[config.mk]
export PLATFORM = sky130hd
export DESIGN_NAME = c3x3_seq
export DESIGN_NICKNAME = d
export VERILOG_FILES = /design/src/rtl/core/c3x3_pkg.sv /design/src/rtl/core/c3x3_seq.sv
export SDC_FILE = /design/constraint.sdc
export NUM_CORES = 1
export LEC_CHECK = 0
export BUFFER_PORTS_ARGS = -buffer_cell sky130_fd_sc_hd__buf_2
export CORE_UTILIZATION = 45
export DETAILED_ROUTE_END_ITERATION = 7
export GPL_TIMING_DRIVEN = 0
export PLACE_DENSITY = 0.88
export SKIP_CTS_REPAIR_TIMING = 1
export SYNTH_ARGS = -nofsm -noshare
export SYNTH_HDL_FRONTEND = slang
export SYNTH_SLANG_ARGS = --single-unit
[constraint.sdc]
create_clock -name i_clk -period 19.5 [get_ports i_clk]
set_input_delay 3.9 -clock i_clk [delete_from_list [all_inputs] [get_ports i_clk]]
set_output_delay 3.9 -clock i_clk [all_outputs]
set_load 0.03 [all_outputs]
[src/rtl/core/c3x3_pkg.sv]
package c3x3_pkg;

    // Line store depth and the widths that follow from it.
    localparam int MAX_WIDTH = 1024;
    localparam int COL_W     = $clog2(MAX_WIDTH);

    localparam int PIX_W        = 8;
    localparam int ROW_W        = 12;
    localparam int WIDTH_CFG_W  = 11;
    localparam int HEIGHT_CFG_W = 12;
    localparam int COEF_W       = 16;
    localparam int KROW_W       = 3 * COEF_W;
    localparam int CFG_IDX_W    = 3;
    localparam int CFG_DATA_W   = KROW_W;
    localparam int FRAC_W       = 8;

    // A coefficient times a pixel fits 24 signed bits, nine of them 28.
    localparam int PROD_W = COEF_W + PIX_W;
    localparam int SUM_W  = PROD_W + 4;

    // Register indexes of the configuration port.
    localparam logic [CFG_IDX_W-1:0] CFG_IMAGE_WIDTH    = 3'd0;
    localparam logic [CFG_IDX_W-1:0] CFG_IMAGE_HEIGHT   = 3'd1;
    localparam logic [CFG_IDX_W-1:0] CFG_KERNEL_ROW_TOP = 3'd2;
    localparam logic [CFG_IDX_W-1:0] CFG_KERNEL_ROW_MID = 3'd3;
    localparam logic [CFG_IDX_W-1:0] CFG_KERNEL_ROW_BOT = 3'd4;

    localparam logic [WIDTH_CFG_W-1:0]  WIDTH_RESET      = 11'd1024;
    localparam logic [HEIGHT_CFG_W-1:0] HEIGHT_RESET     = 12'd1024;
    localparam logic [KROW_W-1:0]       KERNEL_MID_RESET = 48'h0000_0100_0000;

    // Result kinds of one pixel, in the order they are delivered.
    localparam int NUM_KINDS    = 4;
    localparam int KIND_UP_LEFT = 0;   // (r-1, c-1)
    localparam int KIND_UP      = 1;   // (r-1, c) at the end of a row
    localparam int KIND_LEFT    = 2;   // (r, c-1) in the last row
    localparam int KIND_HERE    = 3;   // (r, c) for the last pixel of the frame

    typedef logic [NUM_KINDS-1:0] t_kinds;

    // Window taps: first index is the row, second the column.
    typedef logic [2:0][2:0][PIX_W-1:0] t_window;

    // Coefficients: [kernel row][kernel column].
    typedef logic [2:0][2:0][COEF_W-1:0] t_kernel;

    typedef struct packed {
        logic [COL_W-1:0] col_last;
        logic [ROW_W-1:0] row_last;
    } t_geom;

    typedef struct packed {
        t_window          window;
        logic [ROW_W-1:0] row;
        logic [COL_W-1:0] col;
        t_kinds           kinds;
        logic             row_eq0;
        logic             row_eq1;
        logic             col_eq0;
        logic             col_eq1;
    } t_item;

    typedef struct packed {
        logic [ROW_W-1:0] row;
        logic [COL_W-1:0] col;
        logic             last;
        logic             eof;
    } t_tag;

    typedef struct packed {
        t_window taps;   // [kernel row][kernel column], padding already zeroed
        t_tag    tag;
    } t_taps;

endpackage

[src/rtl/core/c3x3_seq.sv]
module c3x3_seq (
    input  logic              i_clk,
    input  logic              i_rst_n,
    input  logic              i_valid,
    output logic              o_ready,
    input  c3x3_pkg::t_item   i_item,
    output logic              o_valid,
    input  logic              i_ready,
    output c3x3_pkg::t_taps   o_taps
);

    localparam int RowW = c3x3_pkg::ROW_W;
    localparam int ColW = c3x3_pkg::COL_W;

    c3x3_pkg::t_item  r_item;
    c3x3_pkg::t_kinds r_kinds;

    c3x3_pkg::t_kinds pick;
    c3x3_pkg::t_kinds rest;
    logic             dy;
    logic             dx;
    logic             y_zero;
    logic             x_zero;
    logic             fire;
    logic [1:0]       ii;
    logic [1:0]       jj;

    // Results still owed for the held pixel are taken lowest kind first.
    assign pick = r_kinds & (~r_kinds + 1'b1);
    assign rest = r_kinds & ~pick;

    assign dy = pick[c3x3_pkg::KIND_UP_LEFT] | pick[c3x3_pkg::KIND_UP];
    assign dx = pick[c3x3_pkg::KIND_UP_LEFT] | pick[c3x3_pkg::KIND_LEFT];

    assign y_zero = dy ? r_item.row_eq1 : r_item.row_eq0;
    assign x_zero = dx ? r_item.col_eq1 : r_item.col_eq0;

    assign o_valid = |r_kinds;
    assign fire    = o_valid && i_ready;
    assign o_ready = !o_valid || (i_ready && (rest == '0));

    always_ff @(posedge i_clk) begin
        if (!i_rst_n) begin
            r_kinds <= '0;
        end else if (i_valid && o_ready) begin
            r_kinds <= i_item.kinds;
        end else if (fire) begin
            r_kinds <= rest;
        end
    end

    always_ff @(posedge i_clk) begin
        if (i_valid && o_ready) begin
            r_item <= i_item;
        end
    end

    // Coefficient (a,b) meets the tap at window row 3-a-dy, column 3-b-dx;
    // row or column three and neighbours beyond the frame edge read as zero.
    always_comb begin
        ii = '0;
        jj = '0;
        for (int a = 0; a < 3; a++) begin
            for (int b = 0; b < 3; b++) begin
                ii = 2'd3 - 2'(a) - {1'b0, dy};
                jj = 2'd3 - 2'(b) - {1'b0, dx};
                if (ii == 2'd3 || jj == 2'd3 || (a == 2 && y_zero) || (b == 2 && x_zero)) begin
                    o_taps.taps[a][b] = '0;
                end else begin
                    o_taps.taps[a][b] = r_item.window[ii][jj];
                end
            end
        end
        o_taps.tag.row  = r_item.row - RowW'(dy);
        o_taps.tag.col  = r_item.col - ColW'(dx);
        o_taps.tag.last = (rest == '0);
        o_taps.tag.eof  = pick[c3x3_pkg::KIND_HERE];
    end

endmodule

==> reports/metrics.csv <==
metric,value,unit
status,"finished, final reports clean",
grtUsageMet2,44.4,%
grt_pass1_wl,22200,um
die_h,107,um
via_per_inst,5.62,
relSlewSlack,34.2,%
synth_cell_types,40,
yosys_register_bits,102,
cts_buffers,9,
syn_area_per_cell,13.0,um2
setup_violations,0,
crit_chain,buf_2 -> inv_1 -> o21ai_1 -> a22oi_2 -> inv_1 -> buf_2,
synthesis.area,4950,um2
dieArea,11400,um2
initialDrtViolationCount,364,
busiest_layer,met2,
regToRegSetupSlack,16750,ps
grt_pass1_vias,4224,
yosysSeqAreaShare,61.0,%
fin_ws,10790,ps
cts_tree,yes,
finalHoldViolations,0,
rsz0062_at_grt,false,
leakagePower,0.00283,uW
start_util,47.1,%
crit_path_end_kind,output port,
clk_latency,380,ps
clk_pin_slew,90,ps
hp-class,reg -> reg,
worstPathRequired,15600,ps
grt_usage,26.4,%
powerDensity,89.6,nW/um2
antenna_found_initial,0,
fillCellCount,815,
vias,4146,
drv_slew,0,
num_rows,37,
final_nets,708,
wirelength,14700,um
syn_nets,492,
ys_top_cells_by_area,"edfxtp_1 (59%), mux2i_1 (8.1%), a211oi_1 (6.1%), and2_1 (3.0%), nand2_1 (2.1%)",
ys_warn_count,0,
drc,0,
p_switching,206,uW
use_met3,6.93,%
cap_violations,0,
min_period_over_period,44.7,%
fin_skew,10.2,ps
ant_nets,0,
fp.dieW,107,um
tightest_slew,985,ps
pwr-share-seq,48.0,%
yosysTopAreaCell,edfxtp_1,
crit_type,in -> out,
clkPwrFrac,21.9,%
place_congestion,0.918,
fin_crit,8710,ps
cp.arrival,4810,ps
numPortBuffers,203,
wire_per_inst,19.9,um
p_int,365,uW
critPathMaxStageDelay,300,ps
grt_max_degree,39,
start_kind,input port,
core,10500,um2
synthFlopType,edfxtp_1,
diodes,0,
cts_buffer_depth,2,
ctsHtreeMaxLevel,3,
area_delta_synth_final,28.5,%
switching_share,36.1,%
ios,204,
synthArstFlopShare,0,%
firstDrtPassIters,5,
ir_worst_vdd,0.0000713,V
drive_gt1_share,41.4,%
pre_cts_slack,10810,ps
synth_top_area_share,59.4,%
crit_path_top_delay_cell,a22oi_2,
p_comb_share,30.1,%
root_buffer,clkbuf_8,
use_met1,31.8,%
grt-ovfl-total,0,
synth_edf_count,98,
finalSetupTns,0,ps
clock-sinks,102,
synthCells,382,
worst-path-max-fanout,5,
dp_hpwl,11300,um
max_freq,115,MHz
power by group through the flow:
| stage | Sequential [uW] | Clock (uW) | Combinational (uW) |
|---|---|---|---|
| floorplan | 277 | 0 | 113 |
| global placement | 281 | 0 | 165 |
| detailed placement | 278 | 0 | 171 |
| CTS | 273 | 128 | 171 |
| global route | 275 | 137 | 183 |
| finish | 274 | 125 | 172 |
worst max-delay path, delay by kind of cell:
family	cells	cell delay, ps
buffers and inverters	4	480
AOI/OAI and AO/OA	2	420
logic make-up (layout without fill, tap and decap cells):
kind of cell / count (synthesis) / in the layout / synth area share, %
buffers and inverters: 36 / 256 / 4.14
muxes: 41 / 41 / 8.38
xor gates and xnor gates: 17 / 17 / 3.00
DFF: 102 / 102 / 61.0
and+or+nand+nor: 102 / 102 / 10.0
adders and majority gates: 5 / 5 / 1.21
AOI/OAI and AO/OA: 79 / 79 / 12.2
metal layers:
metal | part of all wire (%) | vias up | routed length [um]
li1 | - | 1873 | -
met1 | 38 | 1929 | 5610
met2 | 49 | 296 | 7260
met3 | 9.0 | 48 | 1330
met4 | 3.5 | 0 | 510
met5 | 0 | - | 0
final timing paths:
path,end,start,cells after the start
max,o_ready,i_ready,6
min,r_kinds[3]$_SDFFE_PN0P_,r_kinds[3]$_SDFFE_PN0P_,1
max reg2reg,r_item[69]$_DFFE_PP_,r_kinds[0]$_SDFFE_PN0P_,8
min reg2reg,r_kinds[3]$_SDFFE_PN0P_,r_kinds[3]$_SDFFE_PN0P_,1
registers in the layout, indices dropped and copies added (netlist names):
name,flops
r_kinds,4
r_item,98
area by class of cell:
cell class | instances | area [um2] | share of cell area [%]
flip-flops and latches | 102 | 3020 | 47.5
multi-input cells | 244 | 1730 | 27.2
repair buffers | 205 | 1060 | 16.6
well taps | 136 | 170 | 2.67
plain buffers | 22 | 150 | 2.36
clock buffers | 9 | 124 | 1.95
inverters | 14 | 55.1 | 0.865
clock inverters | 6 | 53.8 | 0.845
per-stage QoR:
stage               cells  total power, uW  hold slack (ps)  util, %  cell area [um2]
finish                738              571              580     60.6             6370
global route          738              595              611     60.6             6370
CTS                   738              573              567     60.6             6370
detailed placement    723              449              543     58.9             6190
global placement      721              446              516     58.4             6140
floorplan             382              390              503        -             4950
layout by cell type (no fill, tap or decap), types with 10 or more instances in the layout:
cell | netlist | final
nor2_1 | 27 | 27
edfxtp_1 | 98 | 98
mux2i_1 | 40 | 40
and2_1 | 24 | 24
nand2_1 | 28 | 28
inv_1 | 12 | 12
a211oi_1 | 40 | 40
a21oi_1 | 10 | 10
buf_2 | 6 | 209
xor2_1 | 12 | 12
cell usage after synthesis (all sizes together) (2+ instances only):
library cell  count
nor2             29
inv              14
nand2            28
a2111oi           8
nor4              4
edfxtp           98
nor3              4
a22o              8
clkbuf            5
o21ai             8
mux2i            40
and2             24
o211ai            2
xnor2             5
buf              17
xor2             12
nor2b             5
dfxtp             4
ha                4
a21oi            10
a211oi           40
nand3             6
Power figures use the tool's default switching activity.
