**src/rtl/core/c3x3_pkg.sv**
```systemverilog
package c3x3_pkg;

    // Line store depth and the widths that follow from it.
    localparam int MAX_WIDTH = 1024;
    localparam int COL_W     = $clog2(MAX_WIDTH);

    localparam int PIX_W        = 8;
    localparam int ROW_W        = 12;
    localparam int WIDTH_CFG_W  = 11;
    localparam int HEIGHT_CFG_W = 12;
    localparam int COEF_W       = 16;
    localparam int KROW_W       = 3 * COEF_W;
    localparam int CFG_IDX_W    = 3;
    localparam int CFG_DATA_W   = KROW_W;
    localparam int FRAC_W       = 8;

    // A coefficient times a pixel fits 24 signed bits, nine of them 28.
    localparam int PROD_W = COEF_W + PIX_W;
    localparam int SUM_W  = PROD_W + 4;

    // Register indexes of the configuration port.
    localparam logic [CFG_IDX_W-1:0] CFG_IMAGE_WIDTH    = 3'd0;
    localparam logic [CFG_IDX_W-1:0] CFG_IMAGE_HEIGHT   = 3'd1;
    localparam logic [CFG_IDX_W-1:0] CFG_KERNEL_ROW_TOP = 3'd2;
    localparam logic [CFG_IDX_W-1:0] CFG_KERNEL_ROW_MID = 3'd3;
    localparam logic [CFG_IDX_W-1:0] CFG_KERNEL_ROW_BOT = 3'd4;

    localparam logic [WIDTH_CFG_W-1:0]  WIDTH_RESET      = 11'd1024;
    localparam logic [HEIGHT_CFG_W-1:0] HEIGHT_RESET     = 12'd1024;
    localparam logic [KROW_W-1:0]       KERNEL_MID_RESET = 48'h0000_0100_0000;

    // Result kinds of one pixel, in the order they are delivered.
    localparam int NUM_KINDS    = 4;
    localparam int KIND_UP_LEFT = 0;   // (r-1, c-1)
    localparam int KIND_UP      = 1;   // (r-1, c) at the end of a row
    localparam int KIND_LEFT    = 2;   // (r, c-1) in the last row
    localparam int KIND_HERE    = 3;   // (r, c) for the last pixel of the frame

    typedef logic [NUM_KINDS-1:0] t_kinds;

    // Window taps: first index is the row, second the column.
    typedef logic [2:0][2:0][PIX_W-1:0] t_window;

    // Coefficients: [kernel row][kernel column].
    typedef logic [2:0][2:0][COEF_W-1:0] t_kernel;

    typedef struct packed {
        logic [COL_W-1:0] col_last;
        logic [ROW_W-1:0] row_last;
    } t_geom;

    typedef struct packed {
        t_window          window;
        logic [ROW_W-1:0] row;
        logic [COL_W-1:0] col;
        t_kinds           kinds;
        logic             row_eq0;
        logic             row_eq1;
        logic             col_eq0;
        logic             col_eq1;
    } t_item;

    typedef struct packed {
        logic [ROW_W-1:0] row;
        logic [COL_W-1:0] col;
        logic             last;
        logic             eof;
    } t_tag;

    typedef struct packed {
        t_window taps;   // [kernel row][kernel column], padding already zeroed
        t_tag    tag;
    } t_taps;

endpackage

```
**src/rtl/core/c3x3_mac.sv**
```systemverilog
module c3x3_mac (
    input  logic                          i_clk,
    input  logic                          i_rst_n,
    input  c3x3_pkg::t_kernel             i_kernel,
    input  logic                          i_valid,
    output logic                          o_ready,
    input  c3x3_pkg::t_taps               i_taps,
    output logic                          o_valid,
    input  logic                          i_ready,
    output logic [c3x3_pkg::PIX_W-1:0]    o_pixel,
    output c3x3_pkg::t_tag                o_tag
);

    localparam int PixW   = c3x3_pkg::PIX_W;
    localparam int ProdW  = c3x3_pkg::PROD_W;
    localparam int SumW   = c3x3_pkg::SUM_W;
    localparam int FracW  = c3x3_pkg::FRAC_W;
    localparam int IntW   = SumW - FracW;
    localparam int FullW  = c3x3_pkg::COEF_W + PixW + 1;

    // Stage M: products, stage P: row sums, stage S: total, stage O: output.
    logic                    r_m_valid;
    logic                    r_p_valid;
    logic                    r_s_valid;
    logic                    r_o_valid;
    c3x3_pkg::t_tag          r_m_tag;
    c3x3_pkg::t_tag          r_p_tag;
    c3x3_pkg::t_tag          r_s_tag;
    c3x3_pkg::t_tag          r_o_tag;
    logic signed [ProdW-1:0] r_prod [3][3];
    logic signed [SumW-1:0]  r_part [3];
    logic signed [SumW-1:0]  r_sum;
    logic [PixW-1:0]         r_pixel;

    logic                    ready_m;
    logic                    ready_p;
    logic                    ready_s;
    logic                    ready_o;
    logic signed [FullW-1:0] prod [3][3];
    logic signed [SumW-1:0]  part [3];
    logic [IntW-1:0]         q;
    logic [FracW-1:0]        frac;
    logic                    round_up;
    logic [IntW:0]           q_rnd;
    logic [PixW-1:0]         pixel;

    assign ready_o = !r_o_valid || i_ready;
    assign ready_s = !r_s_valid || ready_o;
    assign ready_p = !r_p_valid || ready_s;
    assign ready_m = !r_m_valid || ready_p;
    assign o_ready = ready_m;

    always_ff @(posedge i_clk) begin
        if (!i_rst_n) begin
            r_m_valid <= 1'b0;
            r_p_valid <= 1'b0;
            r_s_valid <= 1'b0;
            r_o_valid <= 1'b0;
        end else begin
            if (ready_m) begin
                r_m_valid <= i_valid;
            end
            if (ready_p) begin
                r_p_valid <= r_m_valid;
            end
            if (ready_s) begin
                r_s_valid <= r_p_valid;
            end
            if (ready_o) begin
                r_o_valid <= r_s_valid;
            end
        end
    end

    always_comb begin
        for (int a = 0; a < 3; a++) begin
            for (int b = 0; b < 3; b++) begin
                prod[a][b] = $signed(i_kernel[a][b]) * $signed({1'b0, i_taps.taps[a][b]});
            end
        end
    end

    always_comb begin
        for (int a = 0; a < 3; a++) begin
            part[a] = SumW'(r_prod[a][0]) + SumW'(r_prod[a][1]) + SumW'(r_prod[a][2]);
        end
    end

    // Round half to even on the Q8 fraction, then clamp to the pixel range.
    assign q        = r_sum[SumW-1:FracW];
    assign frac     = r_sum[FracW-1:0];
    assign round_up = (frac > 8'd128) || (frac == 8'd128 && q[0]);
    assign q_rnd    = {1'b0, q} + (IntW+1)'(round_up);

    always_comb begin
        if (r_sum[SumW-1] || r_sum == '0) begin
            pixel = '0;
        end else if (q_rnd > (IntW+1)'(255)) begin
            pixel = '1;
        end else begin
            pixel = q_rnd[PixW-1:0];
        end
    end

    always_ff @(posedge i_clk) begin
        if (ready_m && i_valid) begin
            r_m_tag <= i_taps.tag;
            for (int a = 0; a < 3; a++) begin
                for (int b = 0; b < 3; b++) begin
                    r_prod[a][b] <= prod[a][b][ProdW-1:0];
                end
            end
        end
        if (ready_p && r_m_valid) begin
            r_p_tag <= r_m_tag;
            for (int a = 0; a < 3; a++) begin
                r_part[a] <= part[a];
            end
        end
        if (ready_s && r_p_valid) begin
            r_s_tag <= r_p_tag;
            r_sum   <= r_part[0] + r_part[1] + r_part[2];
        end
        if (ready_o && r_s_valid) begin
            r_o_tag <= r_s_tag;
            r_pixel <= pixel;
        end
    end

    assign o_valid = r_o_valid;
    assign o_pixel = r_pixel;
    assign o_tag   = r_o_tag;

endmodule

```
**config.mk**
```make
export PLATFORM = sky130hd
export DESIGN_NAME = c3x3_mac
export DESIGN_NICKNAME = d
export VERILOG_FILES = /design/src/rtl/core/c3x3_pkg.sv /design/src/rtl/core/c3x3_mac.sv
export SDC_FILE = /design/constraint.sdc
export NUM_CORES = 2
export LEC_CHECK = 0
export BUFFER_PORTS_ARGS = -buffer_cell sky130_fd_sc_hd__buf_2
export CORE_ASPECT_RATIO = 0.5
export CORE_MARGIN = 4
export CORE_UTILIZATION = 55
export CTS_BUF_LIST = sky130_fd_sc_hd__clkbuf_8
export CTS_CLUSTER_SIZE = 8
export DETAILED_ROUTE_END_ITERATION = 10
export PLACE_DENSITY = 0.76
export SLEW_MARGIN = 20
export SYNTH_ARGS = -nofsm -noshare
export SYNTH_HDL_FRONTEND = slang
export SYNTH_SLANG_ARGS = --single-unit
```
**constraint.sdc**
```tcl
create_clock -name i_clk -period 20.9 [get_ports i_clk]
set_clock_uncertainty 0.2 [all_clocks]
set_input_delay 2.09 -clock i_clk [delete_from_list [all_inputs] [get_ports i_clk]]
set_output_delay 2.09 -clock i_clk [all_outputs]
set_load 0.005 [all_outputs]
```
==> results summary <==
The largest total area in the synthesized netlist belongs to sky130_fd_sc_hd__fa_1. In the synthesized netlist, the cells that appear most often are sky130_fd_sc_hd__inv_1 (1453), sky130_fd_sc_hd__fa_1 (1002), sky130_fd_sc_hd__nand2_1 (731), sky130_fd_sc_hd__ha_1 (523), sky130_fd_sc_hd__and2_1 (518). The switching component of the power came out at 0.00517 W. The maximum count of clock buffers along a single path came out at 3. The worst min-delay path category is reg2reg. The combined flip-flop and latch cell area came out at roughly 13000 sq um.

Sequential cells were found to cover a little over a fifth of the synthesized design area. The number of routed nets with antenna violations is 0. The root buffer cell chosen for the clock tree is sky130_fd_sc_hd__clkbuf_8.

The proportion of power drawn by combinational gates came out at roughly three quarters. The final count of pins violating max slew came out at 0. The synthesized area per cell is between 9 and 10 sq um. The worst setup path is of the in2reg kind. After synthesis, the netlist uses 70 different library cells. After the last flow step, the layout net total stands at ~8000.

The normalized max-slew margin came out at between 20 and 30%. The die span in x is between 400 and 500 microns. The non-filler instance count after layout is ~7700. The count of endpoints failing hold in the final timing report came out at 0. Setup total negative slack on the finished layout was measured at 0 ns.

The number of input and output port buffers inserted came out at roughly 280. The length of the first detailed-routing pass in iterations is 6. The floorplan step defined a core boundary enclosing 106000 sq um. The number of cells upsized or downsized after cts came out at 0. The data arrival time of the worst path is approximately 7 ns. The I/O pin count came out at roughly 280.

The synthesis-to-finish area growth is 6.94%. VDD sags by at most 0.122 mV. The synthesized design contains roughly 430 enable-type register cells. The flow ran to the end, and the final reports show no timing, DRC or antenna violations. The clock period minus final worst setup slack came out at 6.92 ns. The total overflow left after global routing is 0.

Global routing consumed, over all layers together, 23.8% of the routing resources. The total number of H-tree levels is 3. Dividing the detail-routed wire length by the instance count gives around 17 microns. The cell area after synthesis is 59400 sq um. In this run the vertical extent of the chip is between 200 and 250 microns. The most used flip-flop cell after synthesis is sky130_fd_sc_hd__edfxtp_1. The initial core utilization came out at between 50 and 60%.

The number of fill cells in the layout came out at around 8700. The part of the power in registers came out at roughly a fifth. Counting every instance in the synthesized netlist gives roughly 6000. The sum of routed wire length over all layers is roughly 130 mm. Static timing analysis puts the maximum clock frequency at approximately 140 MHz. The net switching fraction of the power came out at approximately half. Among all cell types in the netlist, the one instantiated most often is sky130_fd_sc_hd__inv_1.

Using the TritonRoute via totals, the vias-per-cell ratio works out to approximately 5.3. The highest net fanout along the worst path came out at 16. The total instance count after detailed placement is between 7000 and 8000. The number of global-route vias before repair is 44200.

The source-to-sink clock delay at the later pin of the worst-skew pair is around 0.67 ns. For this design, the CTS-stage hold fixing added 0 buffers. The count of routing violations after the opening detailed-route iteration came out at around 2600.

STA classifies the critical path endpoint as a flop. TritonCTS built the clock tree. The first-pass GRT wire length came out at 220 mm. Synthesis inferred between 400 and 500 register bits.

TritonCTS created 68 clock buffers. The leakage power total came out at between 30 and 40 nW. Entering global routing, the biggest net connects 150 pins.

The fraction of layout cells with a size suffix above 1 is 6.15%. The synthesized net count came out at slightly below 8000. The worst setup path is launched from an input port. The number of post-CTS setup repair buffers is 0. The DRC violation count after routing is 0. The final setup violation count came out at 0. The clock-pin slew of the registers on the worst-case setup and hold paths came out at 0.08 ns. In the synthesized netlist the async set-or-reset flop fraction comes to 0%. Summing all multi-input logic gate instances after layout gives 40800 sq um. Setup repair after global routing left no endpoint under its margin. The number of max-cap violations is 0. The clock net sink count came out at 430. The worst path uses approximately a third of the clock period. At the end of routability-driven placement, the weighted congestion stood at between 0.9 and 1.

The via count of the routed design came out at between 40000 and 50000. The number of warning messages in the yosys log is 0. In the post-synthesis netlist, the biggest area contributors are sky130_fd_sc_hd__fa_1 (34%), sky130_fd_sc_hd__edfxtp_1 (22%), sky130_fd_sc_hd__ha_1 (11%), sky130_fd_sc_hd__inv_1 (9.2%), sky130_fd_sc_hd__and2_1 (5.5%). The part of the total power dissipated in the clock network is roughly 6.2%. The die covers around 110000 sq um.

The internal portion of the total power is 0.00548 W. The number of antenna violations at the first check in global routing is 5. The placed wire-length estimate after detailed placement came out at between 100 and 150 mm. Row generation in the floorplan step produced 84 rows. At the pin with the least slew margin, the transition time is about 1.1 ns.

The total power density per cell area is between 150 and 200 nW/um^2. The required time at the endpoint of the critical path is 21.08 ns. The top cell type by area accounts for 33.8% of the synthesized area.
per-layer routing:
metal | track usage (%) | routed length, microns
met3 | 2.80 | 8490
met1 | 33.0 | 55700
met5 | 0 | 11
met2 | 40.7 | 63000
met4 | 5.58 | 3040
cell usage in the layout (no fill, tap or decap), drive strengths merged, types with 28 or more instances in the layout:
| cell | instances |
|---|---|
| nor3 | 40 |
| nor2b | 33 |
| buf | 283 |
| nand2 | 731 |
| a21oi | 197 |
| xnor2 | 201 |
| xor2 | 97 |
| fa | 1002 |
| nor2 | 123 |
| o21ai | 91 |
| edfxtp | 426 |
| nand2b | 28 |
| a21o | 99 |
| and2 | 519 |
| clkbuf | 70 |
| o21a | 31 |
| inv | 1478 |
| nand3 | 57 |
| ha | 523 |
final timing paths:
check	from	endpoint	slack (ns)	depth (start not counted)
max	i_taps[91]	r_prod[2][21]	13.98	19
min	r_p_tag[23]	r_s_tag[23]	0.16	0
max reg2reg	r_part[0][57]	r_sum[27]	16.78	13
min reg2reg	r_p_tag[23]	r_s_tag[23]	0.16	0
registers in the layout, summed over array words and instances (netlist names):
signal / flops
r_s_valid: 1
o_pixel: 8
o_valid: 1
r_s_tag: 24
r_m_tag: 24
r_m_valid: 1
o_tag: 24
r_sum: 28
r_p_valid: 1
r_part: 78
r_prod: 216
r_p_tag: 24
final cells by class:
type                    count  share of cell area, %
well taps                1419                   2.80
diodes                      3                 0.0118
clock buffers              70                   1.52
inverters                1453                   8.59
multi-input cells        3990                   64.2
repair buffers            283                   2.31
flip-flops and latches    430                   20.3
clock inverters            37                  0.300
power by group through the flow:
stage                     Combinational, W  Sequential [W]  Clock (W)
after floorplan                    0.00596         0.00196          0
after global placement             0.00757         0.00209          0
after detailed placement           0.00778         0.00209          0
after CTS                          0.00789         0.00208   0.000676
after global routing               0.00892         0.00211   0.000720
final                              0.00791         0.00208   0.000659
through the flow:
step | worst slack (ns) | util, % | total power (W) | hold WS [ns] | instance area, sq um
after floorplan | 5.42 | - | 0.00792 | 0.200 | 59400
after global placement | 13.62 | 58.8 | 0.00966 | 0.201 | 62300
after detailed placement | 13.43 | 58.8 | 0.00987 | 0.205 | 62300
after CTS | 14.09 | 59.8 | 0.0106 | 0.167 | 63500
after global routing | 13.76 | 59.9 | 0.0118 | 0.157 | 63500
final | 13.98 | 59.9 | 0.0107 | 0.164 | 63500
cell families (layout without fill, tap and decap cells):
group	Yosys count	count (layout)	synth area share, %
other cells	0	3	0
flops	430	430	21.7
simple gates	1596	1596	13.1
buf+inv	1539	1843	9.73
fa+ha+maj	1525	1525	44.8
xor+xnor	298	298	4.40
compound gates	571	571	6.30
critical path, stage by stage:
cell and delay [ns]:
sky130_fd_sc_hd__buf_2 0.31, sky130_fd_sc_hd__nand2_1 0.15, sky130_fd_sc_hd__fa_1 0.52, sky130_fd_sc_hd__fa_1 0.55
sky130_fd_sc_hd__inv_1 0.05, sky130_fd_sc_hd__fa_1 0.48, sky130_fd_sc_hd__inv_1 0.05, sky130_fd_sc_hd__fa_1 0.47
sky130_fd_sc_hd__inv_1 0.04, sky130_fd_sc_hd__ha_1 0.35, sky130_fd_sc_hd__nand3_1 0.12, sky130_fd_sc_hd__o211ai_1 0.14
sky130_fd_sc_hd__o41ai_2 0.57, sky130_fd_sc_hd__o31ai_1 0.24, sky130_fd_sc_hd__a311oi_1 0.41, sky130_fd_sc_hd__nor2b_1 0.09
sky130_fd_sc_hd__nor2_1 0.20, sky130_fd_sc_hd__a21oi_1 0.11, sky130_fd_sc_hd__xor2_1 0.15
No activity file was read; power rests on OpenSTA's default activity.
